[config.mk]
export PLATFORM = sky130hd
export DESIGN_NAME = sis_cell
export DESIGN_NICKNAME = d
export VERILOG_FILES = /design/src/hw/rtl/sis_pkg.sv /design/src/hw/rtl/sis_cell.sv
export SDC_FILE = /design/constraint.sdc
export NUM_CORES = 2
export LEC_CHECK = 0
export BUFFER_PORTS_ARGS = -buffer_cell sky130_fd_sc_hd__buf_2
export CAP_MARGIN = 10
export CORE_MARGIN = 10
export CORE_UTILIZATION = 35
export CTS_CLUSTER_DIAMETER = 150
export CTS_CLUSTER_SIZE = 30
export DETAILED_ROUTE_END_ITERATION = 16
export GPL_TIMING_DRIVEN = 0
export PLACE_DENSITY_LB_ADDON = 0.1
export SLEW_MARGIN = 40
export SYNTH_ARGS = -nofsm -noshare
export SYNTH_HDL_FRONTEND = slang
export SYNTH_SLANG_ARGS = --single-unit
export TNS_END_PERCENT = 30
[constraint.sdc]
create_clock -name i_clk -period 29.1 [get_ports i_clk]
set_clock_uncertainty 0.1 [all_clocks]
set_input_delay 7.275 -clock i_clk [delete_from_list [all_inputs] [get_ports i_clk]]
set_output_delay 7.275 -clock i_clk [all_outputs]
set_load 0.01 [all_outputs]
[src/hw/rtl/sis_pkg.sv]
// ----------------------------------------------------------------------------
// sis_pkg: shared types for the sorted interval set
// Request and response structs, operation and status codes, cell commands
// and the flag bundle that each cell reports to the controller.
// ----------------------------------------------------------------------------
package sis_pkg;

    localparam int MAX_INTERVALS_DEF = 64;
    localparam int HANDLE_BITS_DEF   = 32;

    // operation codes of a request
    typedef enum logic [2:0] {
        OP_INS_VALUE = 3'd0,
        OP_INS_RANGE = 3'd1,
        OP_ERASE     = 3'd2,
        OP_FIND      = 3'd3,
        OP_POP_FRONT = 3'd4,
        OP_POP_BACK  = 3'd5,
        OP_CLEAR     = 3'd6
    } t_op;

    // result status codes
    typedef enum logic [1:0] {
        ST_OK      = 2'd0,
        ST_IGNORED = 2'd1,
        ST_FULL    = 2'd2,
        ST_EMPTY   = 2'd3
    } t_status;

    // controller states
    typedef enum logic [1:0] {
        S_IDLE,
        S_EXEC,
        S_MERGE
    } t_state;

    // command broadcast to every cell
    typedef enum logic [3:0] {
        CMD_HOLD,
        CMD_INS_NEW,
        CMD_EXTEND,
        CMD_MERGE,
        CMD_ER_REMOVE,
        CMD_ER_TRIM,
        CMD_ER_SPLIT,
        CMD_PF_REMOVE,
        CMD_PF_TRIM,
        CMD_PB_TRIM
    } t_cmd;

    // per-cell status flags
    typedef struct packed {
        logic below;        // interval ends more than one below the value
        logic touch;        // interval overlaps or touches the span
        logic hit;          // interval holds the value
        logic hit_single;   // holding interval has one member
        logic hit_split;    // value strictly inside holding interval
        logic last_single;  // last interval has one member
        logic merge;        // marked interval reaches its right neighbor
    } t_cell_flags;

    typedef struct packed {
        logic [2:0]  operation;
        logic [31:0] first_value;
        logic [31:0] last_value;
    } t_req;

    typedef struct packed {
        logic [1:0]  status;
        logic [31:0] result_value;
        logic [6:0]  interval_count;
        logic [32:0] member_count;
    } t_rsp;

endpackage

[src/hw/rtl/sis_cell.sv]
// ----------------------------------------------------------------------------
// sis_cell: one slot of the interval chain
// Holds one closed interval, compares it against the broadcast span and
// shifts to or from its neighbors as the command asks.
// ----------------------------------------------------------------------------
module sis_cell
    import sis_pkg::*;
#(
    parameter int HANDLE_BITS = HANDLE_BITS_DEF
) (
    input  logic                   i_clk,
    input  logic                   i_rst_n,
    input  t_cmd                   i_cmd,
    input  logic [HANDLE_BITS-1:0] i_a,
    input  logic [HANDLE_BITS-1:0] i_b,
    input  logic                   i_valid,
    input  logic                   i_valid_r,
    input  logic                   i_first,
    input  logic                   i_left_below,
    input  logic                   i_left_hit,
    input  logic [HANDLE_BITS-1:0] i_left_s,
    input  logic [HANDLE_BITS-1:0] i_left_e,
    input  logic [HANDLE_BITS-1:0] i_right_s,
    input  logic [HANDLE_BITS-1:0] i_right_e,
    output logic [HANDLE_BITS-1:0] o_s,
    output logic [HANDLE_BITS-1:0] o_e,
    output t_cell_flags            o_flags,
    output logic [HANDLE_BITS:0]   o_ext_delta,
    output logic [HANDLE_BITS:0]   o_mrg_delta,
    output logic [HANDLE_BITS-1:0] o_last_e
);

    localparam int HW = HANDLE_BITS;

    logic [HW-1:0] r_s, r_e, n_s, n_e;
    logic          r_mark, r_gt, n_mark, n_gt;
    logic          below, touch, is_lo, gt_lo, hit, le_a, gt_hit, is_last, merge;
    logic [HW-1:0] ext_s, ext_e, mrg_e;

    // member count of [x, y], one bit wider than a handle
    function automatic logic [HW:0] span_size(input logic [HW-1:0] x, input logic [HW-1:0] y);
        return {1'b0, y} - {1'b0, x} + (HW+1)'(1);
    endfunction

    // local compares
    always_comb begin
        below   = i_valid && (({1'b0, r_e} + (HW+1)'(1)) < {1'b0, i_a});
        touch   = i_valid && !below && ({1'b0, r_s} <= ({1'b0, i_b} + (HW+1)'(1)));
        is_lo   = !below && (i_first || i_left_below);
        gt_lo   = !below && !is_lo;
        le_a    = i_valid && (r_s <= i_a);
        hit     = le_a && (i_a <= r_e);
        gt_hit  = !le_a;
        is_last = i_valid && !i_valid_r;
        merge   = r_mark && i_valid_r
                  && ({1'b0, i_right_s} <= ({1'b0, r_e} + (HW+1)'(1)));
        ext_s   = (i_a < r_s) ? i_a : r_s;
        ext_e   = (i_b > r_e) ? i_b : r_e;
        mrg_e   = (i_right_e > r_e) ? i_right_e : r_e;
    end

    // reports to the controller
    always_comb begin
        o_flags.below       = below;
        o_flags.touch       = touch;
        o_flags.hit         = hit;
        o_flags.hit_single  = hit && (r_s == r_e);
        o_flags.hit_split   = hit && (r_s != i_a) && (r_e != i_a);
        o_flags.last_single = is_last && (r_s == r_e);
        o_flags.merge       = merge;
        o_ext_delta = (is_lo && touch) ? (span_size(ext_s, ext_e) - span_size(r_s, r_e))
                                       : '0;
        o_mrg_delta = merge ? (span_size(r_s, mrg_e) - span_size(r_s, r_e)
                               - span_size(i_right_s, i_right_e)) : '0;
        o_last_e    = is_last ? r_e : '0;
    end

    // next interval by command
    always_comb begin
        n_s    = r_s;
        n_e    = r_e;
        n_mark = r_mark;
        n_gt   = r_gt;
        unique case (i_cmd)
            CMD_INS_NEW: begin
                if (is_lo) begin
                    n_s = i_a;
                    n_e = i_b;
                end else if (gt_lo) begin
                    n_s = i_left_s;
                    n_e = i_left_e;
                end
            end
            CMD_EXTEND: begin
                if (is_lo) begin
                    n_s = ext_s;
                    n_e = ext_e;
                end
                n_mark = is_lo;
                n_gt   = gt_lo;
            end
            CMD_MERGE: begin
                if (r_mark) begin
                    n_e = mrg_e;
                end else if (r_gt) begin
                    n_s = i_right_s;
                    n_e = i_right_e;
                end
            end
            CMD_ER_REMOVE: begin
                if (hit || gt_hit) begin
                    n_s = i_right_s;
                    n_e = i_right_e;
                end
            end
            CMD_ER_TRIM: begin
                if (hit) begin
                    if (r_s == i_a) n_s = i_a + HW'(1);
                    else            n_e = i_a - HW'(1);
                end
            end
            CMD_ER_SPLIT: begin
                if (hit) begin
                    n_e = i_a - HW'(1);
                end else if (i_left_hit) begin
                    n_s = i_a + HW'(1);
                    n_e = i_left_e;
                end else if (gt_hit) begin
                    n_s = i_left_s;
                    n_e = i_left_e;
                end
            end
            CMD_PF_REMOVE: begin
                n_s = i_right_s;
                n_e = i_right_e;
            end
            CMD_PF_TRIM: begin
                if (i_first) n_s = r_s + HW'(1);
            end
            CMD_PB_TRIM: begin
                if (is_last) n_e = r_e - HW'(1);
            end
            default: begin
            end
        endcase
    end

    // interval payload
    always_ff @(posedge i_clk) begin
        r_s <= n_s;
        r_e <= n_e;
    end

    // merge marker
    always_ff @(posedge i_clk) begin
        if (!i_rst_n) begin
            r_mark <= 1'b0;
            r_gt   <= 1'b0;
        end else begin
            r_mark <= n_mark;
            r_gt   <= n_gt;
        end
    end

    assign o_s = r_s;
    assign o_e = r_e;

endmodule

==> flow_metrics.py <==
metrics = {
    "critical_path": {
        "worst-path-max-fanout": 10,
        "worstSetupStartpoint": "i_b[19]",
        "worst_r2r_startpoint": "o_e[12]",
        "critical_path_rt_ps": 21720,
        "reg2reg_slack_ps": 21640,
        "arrival_ps": 14690,
        "worst_r2r_path_depth": 17,
        "timing.critical_path.from_type": "primary input",
        "worstReg2RegEnd": "o_e[28]",
        "worst_setup_path_end_kind": "output port",
        "criticalPathCategory": "in2out",
    },
    "power": {
        "vdd.ir_drop.worst_mv": 0.0968,
        "power.total_mw": 3.12,
        "powerDensity_nw_per_um2": 111,
        "power.leakage_nw": 13.5,
    },
    "die": {
        "floorplan.die_area_sq_um": 80800,
        "initial_utilization_pct": 35.4,
        "placementRows": 96,
        "die_h_microns": 284,
        "floorplan.io_pins": 372,
        "chipWidth_microns": 284,
        "core-area_sq_um": 68900,
    },
    "timing": {
        "clock.fmax_mhz": 45.3,
        "timing_hold_violations_final": 0,
        "layout_setup_ws_ps": 7030,
        "final.min_clock_period_ps": 22070,
        "timing.final.setup_violations": 0,
        "final_min_period_over_clock_period_pct": 75.8,
        "setup_total_neg_slack_ps": 0,
        "relSlewSlack_pct": 33.1,
        "finalHoldWorstSlack_ps": 467,
        "worstMarginPinSlew_ps": 996,
        "setup_repair_after_global_routing_missed_its_margin": "false",
        "final_max_slew_viol_count": 0,
    },
    "placed_design": {
        "port_buffers": 368,
        "place.detailed.hpwl_microns": 125000,
        "placed_cell_count": 4483,
        "preCtsSetupSlack_ps": 7070,
        "gpl.final_weighted_congestion": 1.07,
        "placed_cell_area_sq_um": 27800,
    },
    "hold_path": {
        "hold_path.startpoint": "r_gt",
        "hold_depth": 2,
        "hold_path.class": "reg2reg",
        "hold_ep": "r_gt",
    },
    "layout": {
        "syn_to_final_growth_pct": 15.1,
        "finish.cell_count_without_fillers": 4514,
        "layout-drive-gt1-share_pct": 14.6,
        "final_cell_area_sq_um": 28100,
        "fin_util_pct": 40.8,
        "fin_nets": 4285,
    },
    "grt": {
        "grt_overflow_total": 0,
        "grt_most_used_layer": "met2",
        "globalRouteMet2Util_pct": 50.2,
        "track_usage_pct": 33.9,
        "first_global_vias": 26643,
        "first_pass_grt_wire_length_microns": 198000,
        "grt_max_degree": 11,
        "number_of_antenna_violations_at_the_first_check_in_global_routing": 22,
        "groute.layer.met1.usage_pct": 45.2,
        "use_met3_pct": 7.90,
    },
    "clock_network": {
        "ctsLongestPathBuffers": 2,
        "tritoncts.num_buffers": 9,
        "cts.repair.resized": 0,
        "clk_latency_ps": 390,
        "cts_root_buffer": "clkbuf_16",
        "post-cts-setup-buffers": 0,
        "htree_levels": 3,
        "tritoncts_clock_tree": "yes",
        "cts_hold_buffers": 0,
        "numClockSinks": 66,
        "worst_setup_hold_path_clk_slew_ps": 80,
    },
    "routing": {
        "wl_per_cell_microns": 31.8,
        "first_iter_violations": 3924,
        "antenna_left": 0,
        "num_vias": 27570,
        "detail_route.first_pass.iterations": 6,
        "drc": 0,
        "via_per_instance_ratio": 6.11,
        "routed_wl_microns": 144000,
    },
    "synthesis": {
        "synth.most_common_cell": "ha_1",
        "synthDominantAreaCellType": "ha_1",
        "synth_largest_type_area_fraction_pct": 20.5,
        "synth.net_count": 3890,
        "synth_flop_cell": "edfxtp_1",
        "seq_area_frac_synth_pct": 8.03,
        "post_synth_instance_area_sq_um": 24400,
        "syn_area_per_cell_sq_um": 7.71,
        "synth-edff-count": 64,
        "synth_async_sr_flop_share_pct": 0,
        "synthCells": 3168,
        "synth.ff_latch_count": 66,
        "yosys-top-cells-area": "ha_1 (21%), fa_1 (9.7%), edfxtp_1 (7.9%), xnor2_1 (6.9%), inv_1 (6.1%)",
        "synth.cells.most_frequent": "ha_1 (401), inv_1 (396), a21oi_1 (217)",
        "yosys_warns": 0,
        "synth.distinct_cells": 86,
    },
    "job": {
        "max-cap-violations": 0,
    },
    "run_status": {
        "status": "completed",
    },
}
==> sequential cells by signal, indices dropped and copies added (netlist names) <==
name    cells
o_e        32
r_mark      1
o_s        32
r_gt        1
==> worst max-delay path by stage <==
stage	endpoint	slack [ps]	depth (start not counted)
2_1_floorplan	o_ext_delta[24]	9160	23
3_3_place_gp	o_ext_delta[28]	6820	25
3_5_place_dp	o_ext_delta[28]	7070	25
4_1_cts	o_ext_delta[28]	7060	25
5_1_grt	o_ext_delta[28]	6760	25
6_report	o_ext_delta[24]	7030	25
==> routing by layer <==
layer | up-vias | share of wire (%)
li1 | 12311 | -
met1 | 13242 | 41
met2 | 1685 | 42
met3 | 324 | 11
met4 | 8 | 5.7
met5 | - | 0.035
==> report_power, final <==
part           switching, mW  internal [mW]  leakage (nW)
Combinational           1.73           1.11          12.7
Sequential            0.0371          0.121         0.634
Clock                 0.0571         0.0665         0.138
Total                   1.82           1.30          13.5
==> critical path, cell delays in order <==
cell and delay (ps):
buf_2 170, ha_1 340, and4_1 370, nand4_1 400
o221ai_1 430, a31o_2 360, and2_1 170, buf_2 180
buf_2 380, buf_2 450, mux2i_1 390, fa_1 460
inv_1 70, ha_1 220, ha_1 360, o21ai_0 250
o21bai_1 130, o32ai_1 520, o31ai_1 300, a31oi_1 500
o221ai_1 250, a21o_1 220, a211oi_1 240, nor4_1 70
buf_2 180
==> cell usage in the layout (no fill, tap or decap), types with 12 or more instances in the layout <==
cell and n:
ha_1 401, buf_2 398, inv_1 396, a21oi_1 216, nor2_1 206, nand2_1 183
xnor2_1 178, fa_1 118, o21ai_0 115, nor3_1 106, nand3_1 103, clkbuf_1 96
a21o_1 94, nand4_1 84, mux2i_1 77, edfxtp_1 64, a221oi_1 53, xor2_1 52
and3_1 47, a211oi_1 38, o211ai_1 31, a22oi_1 27, o21ai_1 26, nor4_1 25
o21a_1 24, and2_1 22, nand2b_1 21, o22ai_1 19, a222oi_1 18, and4_1 16
nor2b_1 16, a31oi_1 16, diode_2 15, o221ai_1 15, mux2_2 14, xnor2_2 14
or3_1 13, o21bai_1 12
==> layout make-up <==
| type | instances | area (sq um) |
|---|---|---|
| Fill cell | 7600 | 40800 |
| Multi-Input combinational cell | 2565 | 20700 |
| Sequential cell | 66 | 1960 |
| Timing Repair Buffer | 384 | 1950 |
| Inverter | 406 | 1520 |
| Tap cell | 931 | 1160 |
| Buffer | 131 | 553 |
| Clock buffer | 13 | 240 |
| Clock inverter | 3 | 40.0 |
| Antenna cell | 15 | 37.5 |
==> kinds of logic after synthesis <==
group | Yosys count | synth area share [%]
mux | 91 | 3.80
flops | 66 | 8.03
xor+xnor | 248 | 8.89
simple gates | 900 | 18.5
fa+ha+maj | 519 | 30.2
compound gates | 807 | 22.1
buf+inv | 537 | 8.44
No activity file was read; power rests on OpenSTA's default activity.
